<file path="src/rtl/dslt_pkg.sv">
// Shared types, constants and helpers of the descriptor slot table.
// Depends on nothing; imported by every module of the block.
`timescale 1ns / 1ps

package dslt_pkg;

  localparam int SLOTS    = 64;
  localparam int IDX_W    = (SLOTS > 1) ? $clog2(SLOTS) : 1;
  localparam int GRP_SIZE = 8;
  localparam int GRP_W    = 3;
  localparam int NGRP     = (SLOTS + GRP_SIZE - 1) / GRP_SIZE;
  localparam int HANDLE_W = 32;

  typedef logic signed [7:0]    slot_t;
  typedef logic [IDX_W-1:0]     idx_t;
  typedef logic [HANDLE_W-1:0]  handle_t;

  localparam slot_t NONE_SLOT = 8'hFF;

  typedef enum logic [2:0] {
    CMD_ALLOC  = 3'd0,
    CMD_FREE   = 3'd1,
    CMD_GET    = 3'd2,
    CMD_DUP    = 3'd3,
    CMD_DUP_TO = 3'd4
  } cmd_e;

  typedef enum logic [1:0] {
    ST_OK      = 2'd0,
    ST_NOSPACE = 2'd1,
    ST_INVALID = 2'd2
  } status_e;

  typedef enum logic [1:0] {
    S_IDLE,
    S_READ,
    S_SCAN,
    S_DONE
  } state_e;

  typedef struct packed {
    logic [2:0] command;
    slot_t      slot;
    slot_t      target_slot;
    handle_t    handle_in;
  } dslt_in_t;

  typedef struct packed {
    logic [1:0] status;
    slot_t      slot_out;
    handle_t    handle_out;
    slot_t      lowest_free;
  } dslt_out_t;

  // Occupancy update toward the occupancy tracker.
  typedef struct packed {
    logic en;
    idx_t idx;
    logic set;
  } dslt_occ_upd_t;

  function automatic logic in_range(slot_t s);
    return (s >= 0) && (int'(s) < SLOTS);
  endfunction

endpackage

</file>
<file path="src/rtl/descriptor_slot_table.sv">
// Descriptor slot table top level: command sequencer, handle store, occupancy.
// Depends on dslt_pkg, dslt_mem and dslt_occ.
`timescale 1ns / 1ps
//
//  channel | dir | handshake                | payload
//  --------+-----+--------------------------+------------------------------------
//  in      | in  | in_valid_i / in_stall_o  | in_item_i   (command, slot, ...)
//  out     | out | out_valid_o / out_stall_i| out_item_o  (status, slot_out, ...)
//
//  Each item passes the steps idle (accept with the store read), read (decide and
//  write back), scan and done, while the registered lowest-free encoder over the
//  64 occupancy flags settles before done loads the result.
//  Reset clears the occupancy flags, so every slot reads empty; no clearing pass.
//  A stalled result holds in the output register while the next item is taken;
//  that item then waits in its last step until the register frees up.

module descriptor_slot_table
  import dslt_pkg::*;
(
  input  logic      clk_i,
  input  logic      rst_ni,
  input  logic      in_valid_i,
  output logic      in_stall_o,
  input  dslt_in_t  in_item_i,
  output logic      out_valid_o,
  input  logic      out_stall_i,
  output dslt_out_t out_item_o
);

  state_e state_q, state_d;

  dslt_in_t  item_q;
  dslt_out_t res_q, res_d;
  dslt_out_t out_item_q;
  logic      out_valid_q, out_valid_d;
  slot_t     lowest_free_q, lowest_free_d;

  logic          accept;
  logic          load_out;
  logic          occ_bit;
  slot_t         enc_free;
  handle_t       rd_data;
  handle_t       src_h;
  logic          src_ok, dst_ok, lf_ok;
  idx_t          src_idx, dst_idx, lf_idx;
  logic          wr_en;
  idx_t          wr_idx;
  handle_t       wr_data;
  dslt_occ_upd_t occ_upd;

  assign accept = in_valid_i && (state_q == S_IDLE);

  // Store and occupancy.
  dslt_mem u_mem (
    .clk_i     (clk_i),
    .wr_en_i   (wr_en),
    .wr_idx_i  (wr_idx),
    .wr_data_i (wr_data),
    .rd_en_i   (accept),
    .rd_idx_i  (in_item_i.slot[IDX_W-1:0]),
    .rd_data_o (rd_data)
  );

  dslt_occ u_occ (
    .clk_i         (clk_i),
    .rst_ni        (rst_ni),
    .upd_i         (occ_upd),
    .rd_idx_i      (src_idx),
    .occ_o         (occ_bit),
    .lowest_free_o (enc_free)
  );

  assign src_idx = item_q.slot[IDX_W-1:0];
  assign dst_idx = item_q.target_slot[IDX_W-1:0];
  assign lf_idx  = lowest_free_q[IDX_W-1:0];
  assign src_ok  = in_range(item_q.slot);
  assign dst_ok  = in_range(item_q.target_slot);
  assign lf_ok   = (lowest_free_q != NONE_SLOT);

  // An unoccupied slot reads as empty whatever the store holds.
  assign src_h = (src_ok && occ_bit) ? rd_data : '0;

  // Decide the command and its write-back; only acts in the read step.
  always_comb begin
    res_d             = '0;
    res_d.status      = ST_INVALID;
    res_d.slot_out    = NONE_SLOT;
    res_d.handle_out  = '0;
    res_d.lowest_free = NONE_SLOT;
    wr_en             = 1'b0;
    wr_idx            = lf_idx;
    wr_data           = item_q.handle_in;
    occ_upd           = '0;

    unique case (item_q.command)
      CMD_ALLOC: begin
        if (!lf_ok) begin
          res_d.status = ST_NOSPACE;
        end else begin
          wr_en          = 1'b1;
          res_d.status   = ST_OK;
          res_d.slot_out = lowest_free_q;
        end
      end
      CMD_FREE: begin
        if (src_ok) begin
          occ_upd.en   = 1'b1;
          occ_upd.idx  = src_idx;
          occ_upd.set  = 1'b0;
          res_d.status = ST_OK;
        end
      end
      CMD_GET: begin
        if (src_ok) begin
          res_d.handle_out = src_h;
          res_d.status     = ST_OK;
        end
      end
      CMD_DUP: begin
        if (src_ok && (src_h != '0)) begin
          if (!lf_ok) begin
            res_d.status = ST_NOSPACE;
          end else begin
            wr_en          = 1'b1;
            wr_data        = src_h;
            res_d.status   = ST_OK;
            res_d.slot_out = lowest_free_q;
          end
        end
      end
      CMD_DUP_TO: begin
        if (src_ok && dst_ok && (src_h != '0)) begin
          wr_en          = 1'b1;
          wr_idx         = dst_idx;
          wr_data        = src_h;
          res_d.status   = ST_OK;
          res_d.slot_out = item_q.target_slot;
        end
      end
      default: begin
        // Unused command codes: report invalid, touch nothing.
      end
    endcase

    // Hold the store outside the read step.
    if (state_q != S_READ) begin
      wr_en   = 1'b0;
      occ_upd = '0;
    end else if (wr_en) begin
      // A zero handle leaves the slot empty.
      occ_upd.en  = 1'b1;
      occ_upd.idx = wr_idx;
      occ_upd.set = (wr_data != '0);
    end
  end

  // Sequencer.
  always_comb begin
    state_d       = state_q;
    load_out      = 1'b0;
    out_valid_d   = out_valid_q && out_stall_i;
    lowest_free_d = lowest_free_q;

    unique case (state_q)
      S_IDLE: begin
        if (accept) begin
          state_d = S_READ;
        end
      end
      S_READ: begin
        state_d = S_SCAN;
      end
      S_SCAN: begin
        // Encoder picks up the new occupancy at the end of this cycle.
        state_d = S_DONE;
      end
      S_DONE: begin
        if (!(out_valid_q && out_stall_i)) begin
          load_out      = 1'b1;
          out_valid_d   = 1'b1;
          lowest_free_d = enc_free;
          state_d       = S_IDLE;
        end
      end
      default: begin
        state_d = S_IDLE;
      end
    endcase
  end

  always_ff @(posedge clk_i or negedge rst_ni) begin
    if (!rst_ni) begin
      state_q       <= S_IDLE;
      out_valid_q   <= 1'b0;
      lowest_free_q <= '0;
    end else begin
      state_q       <= state_d;
      out_valid_q   <= out_valid_d;
      lowest_free_q <= lowest_free_d;
    end
  end

  // Payload registers.
  always_ff @(posedge clk_i) begin
    if (accept) begin
      item_q <= in_item_i;
    end
    if (state_q == S_READ) begin
      res_q <= res_d;
    end
    if (load_out) begin
      out_item_q <= '{status:      res_q.status,
                      slot_out:    res_q.slot_out,
                      handle_out:  res_q.handle_out,
                      lowest_free: enc_free};
    end
  end

  assign in_stall_o  = (state_q != S_IDLE);
  assign out_valid_o = out_valid_q;
  assign out_item_o  = out_item_q;

endmodule

</file>
<file path="src/rtl/dslt_mem.sv">
// Handle store: one write port, one registered read port.
// Depends on dslt_pkg.
`timescale 1ns / 1ps

module dslt_mem
  import dslt_pkg::*;
(
  input  logic    clk_i,
  input  logic    wr_en_i,
  input  idx_t    wr_idx_i,
  input  handle_t wr_data_i,
  input  logic    rd_en_i,
  input  idx_t    rd_idx_i,
  output handle_t rd_data_o
);

  handle_t mem_q [SLOTS];
  handle_t rd_data_q;

  always_ff @(posedge clk_i) begin
    if (wr_en_i) begin
      mem_q[wr_idx_i] <= wr_data_i;
    end
  end

  always_ff @(posedge clk_i) begin
    if (rd_en_i) begin
      rd_data_q <= mem_q[rd_idx_i];
    end
  end

  assign rd_data_o = rd_data_q;

endmodule

</file>
<file path="src/rtl/dslt_occ.sv">
// Occupancy flags per slot and a registered two-level lowest-free encoder.
// Depends on dslt_pkg.
`timescale 1ns / 1ps

module dslt_occ
  import dslt_pkg::*;
(
  input  logic          clk_i,
  input  logic          rst_ni,
  input  dslt_occ_upd_t upd_i,
  input  idx_t          rd_idx_i,
  output logic          occ_o,
  output slot_t         lowest_free_o
);

  localparam int PAD_W = NGRP * GRP_SIZE;

  logic [SLOTS-1:0]  occ_q;
  logic [PAD_W-1:0]  pad_occ;
  logic [NGRP-1:0]   grp_free_d, grp_free_q;
  logic [GRP_W-1:0]  grp_idx_d [NGRP];
  logic [GRP_W-1:0]  grp_idx_q [NGRP];

  always_ff @(posedge clk_i or negedge rst_ni) begin
    if (!rst_ni) begin
      occ_q <= '0;
    end else if (upd_i.en) begin
      occ_q[upd_i.idx] <= upd_i.set;
    end
  end

  assign occ_o = occ_q[rd_idx_i];

  // Padding bits past the last slot count as occupied.
  always_comb begin
    pad_occ = '1;
    pad_occ[SLOTS-1:0] = occ_q;
  end

  // First level: lowest free bit inside each group of eight.
  always_comb begin
    for (int g = 0; g < NGRP; g++) begin
      grp_free_d[g] = 1'b0;
      grp_idx_d[g]  = '0;
      for (int i = GRP_SIZE - 1; i >= 0; i--) begin
        if (!pad_occ[g * GRP_SIZE + i]) begin
          grp_free_d[g] = 1'b1;
          grp_idx_d[g]  = GRP_W'(i);
        end
      end
    end
  end

  always_ff @(posedge clk_i or negedge rst_ni) begin
    if (!rst_ni) begin
      grp_free_q <= '1;
      for (int g = 0; g < NGRP; g++) begin
        grp_idx_q[g] <= '0;
      end
    end else begin
      grp_free_q <= grp_free_d;
      for (int g = 0; g < NGRP; g++) begin
        grp_idx_q[g] <= grp_idx_d[g];
      end
    end
  end

  // Second level: lowest group with a free slot.
  always_comb begin
    lowest_free_o = NONE_SLOT;
    for (int g = NGRP - 1; g >= 0; g--) begin
      if (grp_free_q[g]) begin
        lowest_free_o = slot_t'(g * GRP_SIZE) + slot_t'(grp_idx_q[g]);
      end
    end
  end

endmodule

</file>
<file path="config.mk">
export PLATFORM = sky130hd
export DESIGN_NAME = descriptor_slot_table
export DESIGN_NICKNAME = d
export VERILOG_FILES = /design/src/rtl/dslt_pkg.sv /design/src/rtl/descriptor_slot_table.sv /design/src/rtl/dslt_mem.sv /design/src/rtl/dslt_occ.sv
export SDC_FILE = /design/constraint.sdc
export NUM_CORES = 2
export LEC_CHECK = 0
export BUFFER_PORTS_ARGS = -buffer_cell sky130_fd_sc_hd__buf_2
export CAP_MARGIN = 20
export CORE_ASPECT_RATIO = 1.25
export CORE_MARGIN = 8
export CORE_UTILIZATION = 47
export CTS_CLUSTER_SIZE = 10
export DETAILED_ROUTE_END_ITERATION = 8
export SLEW_MARGIN = 20
export SYNTH_ARGS = -nofsm -noshare
export SYNTH_HDL_FRONTEND = slang
export SYNTH_HIERARCHICAL = 1
export SYNTH_SLANG_ARGS = --single-unit
export TNS_END_PERCENT = 100
</file>
<file path="constraint.sdc">
create_clock -name clk_i -period 8.4 [get_ports clk_i]
set_clock_uncertainty 0.05 [all_clocks]
set_input_delay 0.42 -clock clk_i [delete_from_list [all_inputs] [get_ports clk_i]]
set_output_delay 0.42 -clock clk_i [all_outputs]
set_load 0.02 [all_outputs]
</file>
==> qor.yml <==
status: "finished, final reports clean"
initial_core_util_pct: 47.3
drtAntennaViolNets: 0
fp-row-count: 179
required_ns: 8.92
antenna_found_initial: 11
p_comb_share_pct: 7.7
fin_tns_setup_ns: 0
drt-initial-drc-count: 4756
synth_flop_cell: "edfxtp_1"
period_needed_ns: 6.73
synth_area_per_cell_um2: 21.5
slew_headroom_pct: 17.8
drt-total-wl_um: 231000
finalCoreUtilization_pct: 53.9
clock-sinks: 2330
grt_pass1_wl_um: 331000
insertion_delay_ns: 0.91
power_frac_seq_pct: 52.1
grt_usage_pct: 22.1
hold_violations: 0
hold_path.class: "in -> reg"
dr.pass1.iters: 5
cpMostUsedCell: "nand2_1"
synth_cell_types: 69
place_congestion: 0.903
drive_gt1_share_pct: 27.9
path_cells: "mux4_1 > nand3b_1 > a41oi_1 > a32o_1 > nor3b_2 > nand2_1 > a2bb2oi_1 > o21ai_1 > nand2_1 > inv_1 > nor2b_1 > nand2_1 > nor2_4 > buf_4"
post-route-period-util_pct: 80.1
avgRoutedWirePerCell_um: 32.3
grt_max_degree: 101
rsz0062_at_grt: "false"
finalSetupViolations: 0
fmax_mhz: 149
port_buffers: 106
met3_usage_pct: 4.17
drv_slew: 0
gr-total-overflow: 0
synthesis.nets: 4245
drt-vias-per-instance: 6.15
cts-root-buf: "clkbuf_16"
synth.area.top_cells: "edfxtp_1 (74%), mux4_2 (14%), dfrtp_1 (2.8%), mux2i_1 (1.0%), mux2_2 (0.88%)"
yosys_warnings: 6
ir_worst_vdd_v: 0.000177
busiest_layer: "met2"
nets: 4599
grt_pass1_vias: 44950
yosys.area.top_type_share_pct: 74.1
crit_path_max_incr_delay_ns: 0.98
ctsResizeCount: 0
dp_hpwl_um: 139000
die_w_um: 408
drc: 0
synth_edf_count: 2223
sw_frac_of_total_pct: 22.6
die_y_um: 505
grt_use_met2_pct: 36.1
slowest_stage: "nor2_4"
clkTransAtPathRegs_ns: 0.06
syn2layout_area_growth_pct: 14.0
worst_pin_slew_ns: 1.22
numCtsBuffers: 284
grt_use_met1_pct: 28.8
syn_area_um2: 90000
core-area_um2: 190000
p_switching_mw: 5.86
start_kind: "flip-flop"
async_reset_ff_share_pct: 4.59
cp.arrival_ns: 7.25
seq_area_frac_synth_pct: 77.1
ios: 107
crit_path_end_kind: "flip-flop"
dr_total_vias: 43892
synth-seq-cells: 2330
p_int_mw: 20.1
dieArea_um2: 206000
yosys.area.top_type: "edfxtp_1"
cts-htree-levels: 5
clockPowerShare_pct: 40.1
path_max_fanout: 24
cts_buffer_depth: 4
syn_inst: 4185
total_power_mw: 26.0
critPathKind: "reg -> reg"
power.density_nw_per_um2: 253
cap_violations: 0
cts_tree: "built"
leakage_nw: 32.6
-- path summary, 6_finish.rpt --
path | to | slack [ns] | from | cells after the start
worst max-delay path | u_mem/mem_q[2][11]$_DFFE_PP_ | 1.67 | item_q[40]$_DFFE_PP_ | 14
worst min-delay path | item_q[40]$_DFFE_PP_ | 0.07 | in_item_i[40] | 1
worst max register to register | u_mem/mem_q[2][11]$_DFFE_PP_ | 1.67 | item_q[40]$_DFFE_PP_ | 14
worst min register to register | out_item_o[24]$_DFFE_PP_ | 0.37 | res_q[24]$_SDFFCE_PN0P_ | 0
max in group asynchronous | u_occ/occ_q[14]$_DFFE_PN0P_ | 6.83 | rst_ni | 4
min in group asynchronous | u_occ/grp_free_q[6]$_DFF_PN1_ | 0.55 | rst_ni | 3
-- power by group through the flow --
stage	combinational [mW]	clock, mW	sequential, mW
6_report	2.01	10.4	13.5
4_1_cts	2.03	10.7	13.5
2_1_floorplan	0.974	0	13.8
3_3_place_gp	1.98	0	13.8
5_1_grt	2.11	11.1	13.6
3_5_place_dp	2.01	0	13.8
-- per-layer routing --
layer	share of wire [%]	vias up
met2	49	1891
met4	5.3	0
met5	0	-
met1	38	23506
li1	-	18085
met3	7.3	410
-- cells in the mapped netlist, types with 4 or more instances --
cell and number:
edfxtp_1 2223, mux4_2 555, nor2_1 193, nand2_1 124
clkbuf_1 99, dfrtp_1 99, mux2i_1 93, o22ai_1 85
a21oi_1 79, mux2_2 70, buf_2 59, and2_1 43
nand3_1 39, o221ai_1 31, buf_4 27, mux2_1 26
o21ai_0 26, buf_1 24, nor2b_1 23, nand2b_1 20
nor3_1 19, a21boi_0 17, nand4_1 17, a22oi_1 15
inv_1 13, or3_1 12, a31oi_1 10, a41oi_1 10
nor4_1 10, and3_1 9, nand3b_1 9, a311oi_1 8
dfstp_2 8, buf_6 7, o21a_1 7, mux4_1 6
ha_1 5, o21ai_1 5, or2_2 5, a41o_1 4
and3b_1 4, o32ai_1 4, or3b_2 4
-- state kept, by name, indices dropped and copies added, names as in the netlist --
register          cells
item_q               45
res_q                42
u_occ/grp_idx_q      24
lowest_free_q         8
u_occ/occ_q          64
out_valid_o           1
dst_idx               6
u_occ/grp_free_q      8
out_item_o           50
state_q               2
u_mem/rd_data_o      32
u_mem/mem_q        2048
-- layout make-up --
| type | count | area [um^2] |
|---|---|---|
| Clock buffer | 333 | 7480 |
| Sequential cell | 2330 | 69400 |
| Multi-Input combinational cell | 1624 | 20100 |
| Antenna cell | 7 | 17.5 |
| Clock inverter | 9 | 76.3 |
| Timing Repair Buffer | 286 | 2270 |
| Tap cell | 2534 | 3170 |
| Inverter | 13 | 48.8 |
| Fill cell | 14410 | 87800 |
-- cells in the final DEF (no fill, tap or decap), types with 17 or more instances in the layout --
cell / Yosys / layout
edfxtp_1: 2223 / 2223
mux4_2: 555 / 555
clkbuf_16: 0 / 293
nor2_1: 193 / 130
nand2_1: 124 / 121
buf_4: 27 / 113
buf_2: 59 / 101
dfrtp_1: 99 / 99
mux2i_1: 93 / 93
o22ai_1: 85 / 85
mux2_2: 70 / 83
a21oi_1: 79 / 79
nor2_4: 0 / 62
dlygate4sd3_1: 0 / 51
and2_1: 43 / 42
clkbuf_1: 99 / 40
nand3_1: 39 / 39
o221ai_1: 31 / 31
o21ai_0: 26 / 23
nor2b_1: 23 / 22
nand2b_1: 20 / 19
nand4_1: 17 / 17
a21boi_0: 17 / 17
-- critical path, delay by kind of cell (launching register included) --
family          cells  cell delay [ns]
simple gates        7             3.19
compound gates      4             1.27
mux                 1             0.40
buf+inv             2             0.59
flops               1             0.89
-- what timing repair did --
action,CTS,global route
hold buffers,52,0
setup buffers,0,0
hold endpoints to repair,110,0
-- metrics by stage --
| step | worst slack (ns) | hold slack (ns) | area, um^2 | cells |
|---|---|---|---|---|
| 6_report | 1.67 | 0.0725 | 103000 | 7136 |
| 5_1_grt | 1.28 | 0.0438 | 103000 | 7130 |
| 4_1_cts | 1.68 | 0.0194 | 102000 | 7124 |
| 3_5_place_dp | 1.72 | 0.355 | 94400 | 6730 |
| 3_3_place_gp | 1.92 | 0.355 | 94300 | 6726 |
| 2_1_floorplan | 2.39 | 0.0744 | 90000 | 4185 |
-- cell families (layout without fill, tap and decap cells) --
kind of cell | after synthesis | in the layout | share of synthesized area [%]
mux | 750 | 750 | 16.3
simple gates | 550 | 550 | 2.93
other cells | 0 | 7 | 0
buf+inv | 231 | 641 | 1.25
flops | 2330 | 2330 | 77.1
compound gates | 318 | 318 | 2.33
fa+ha+maj | 6 | 6 | 0.0806
(Power assumes the default switching activity.)
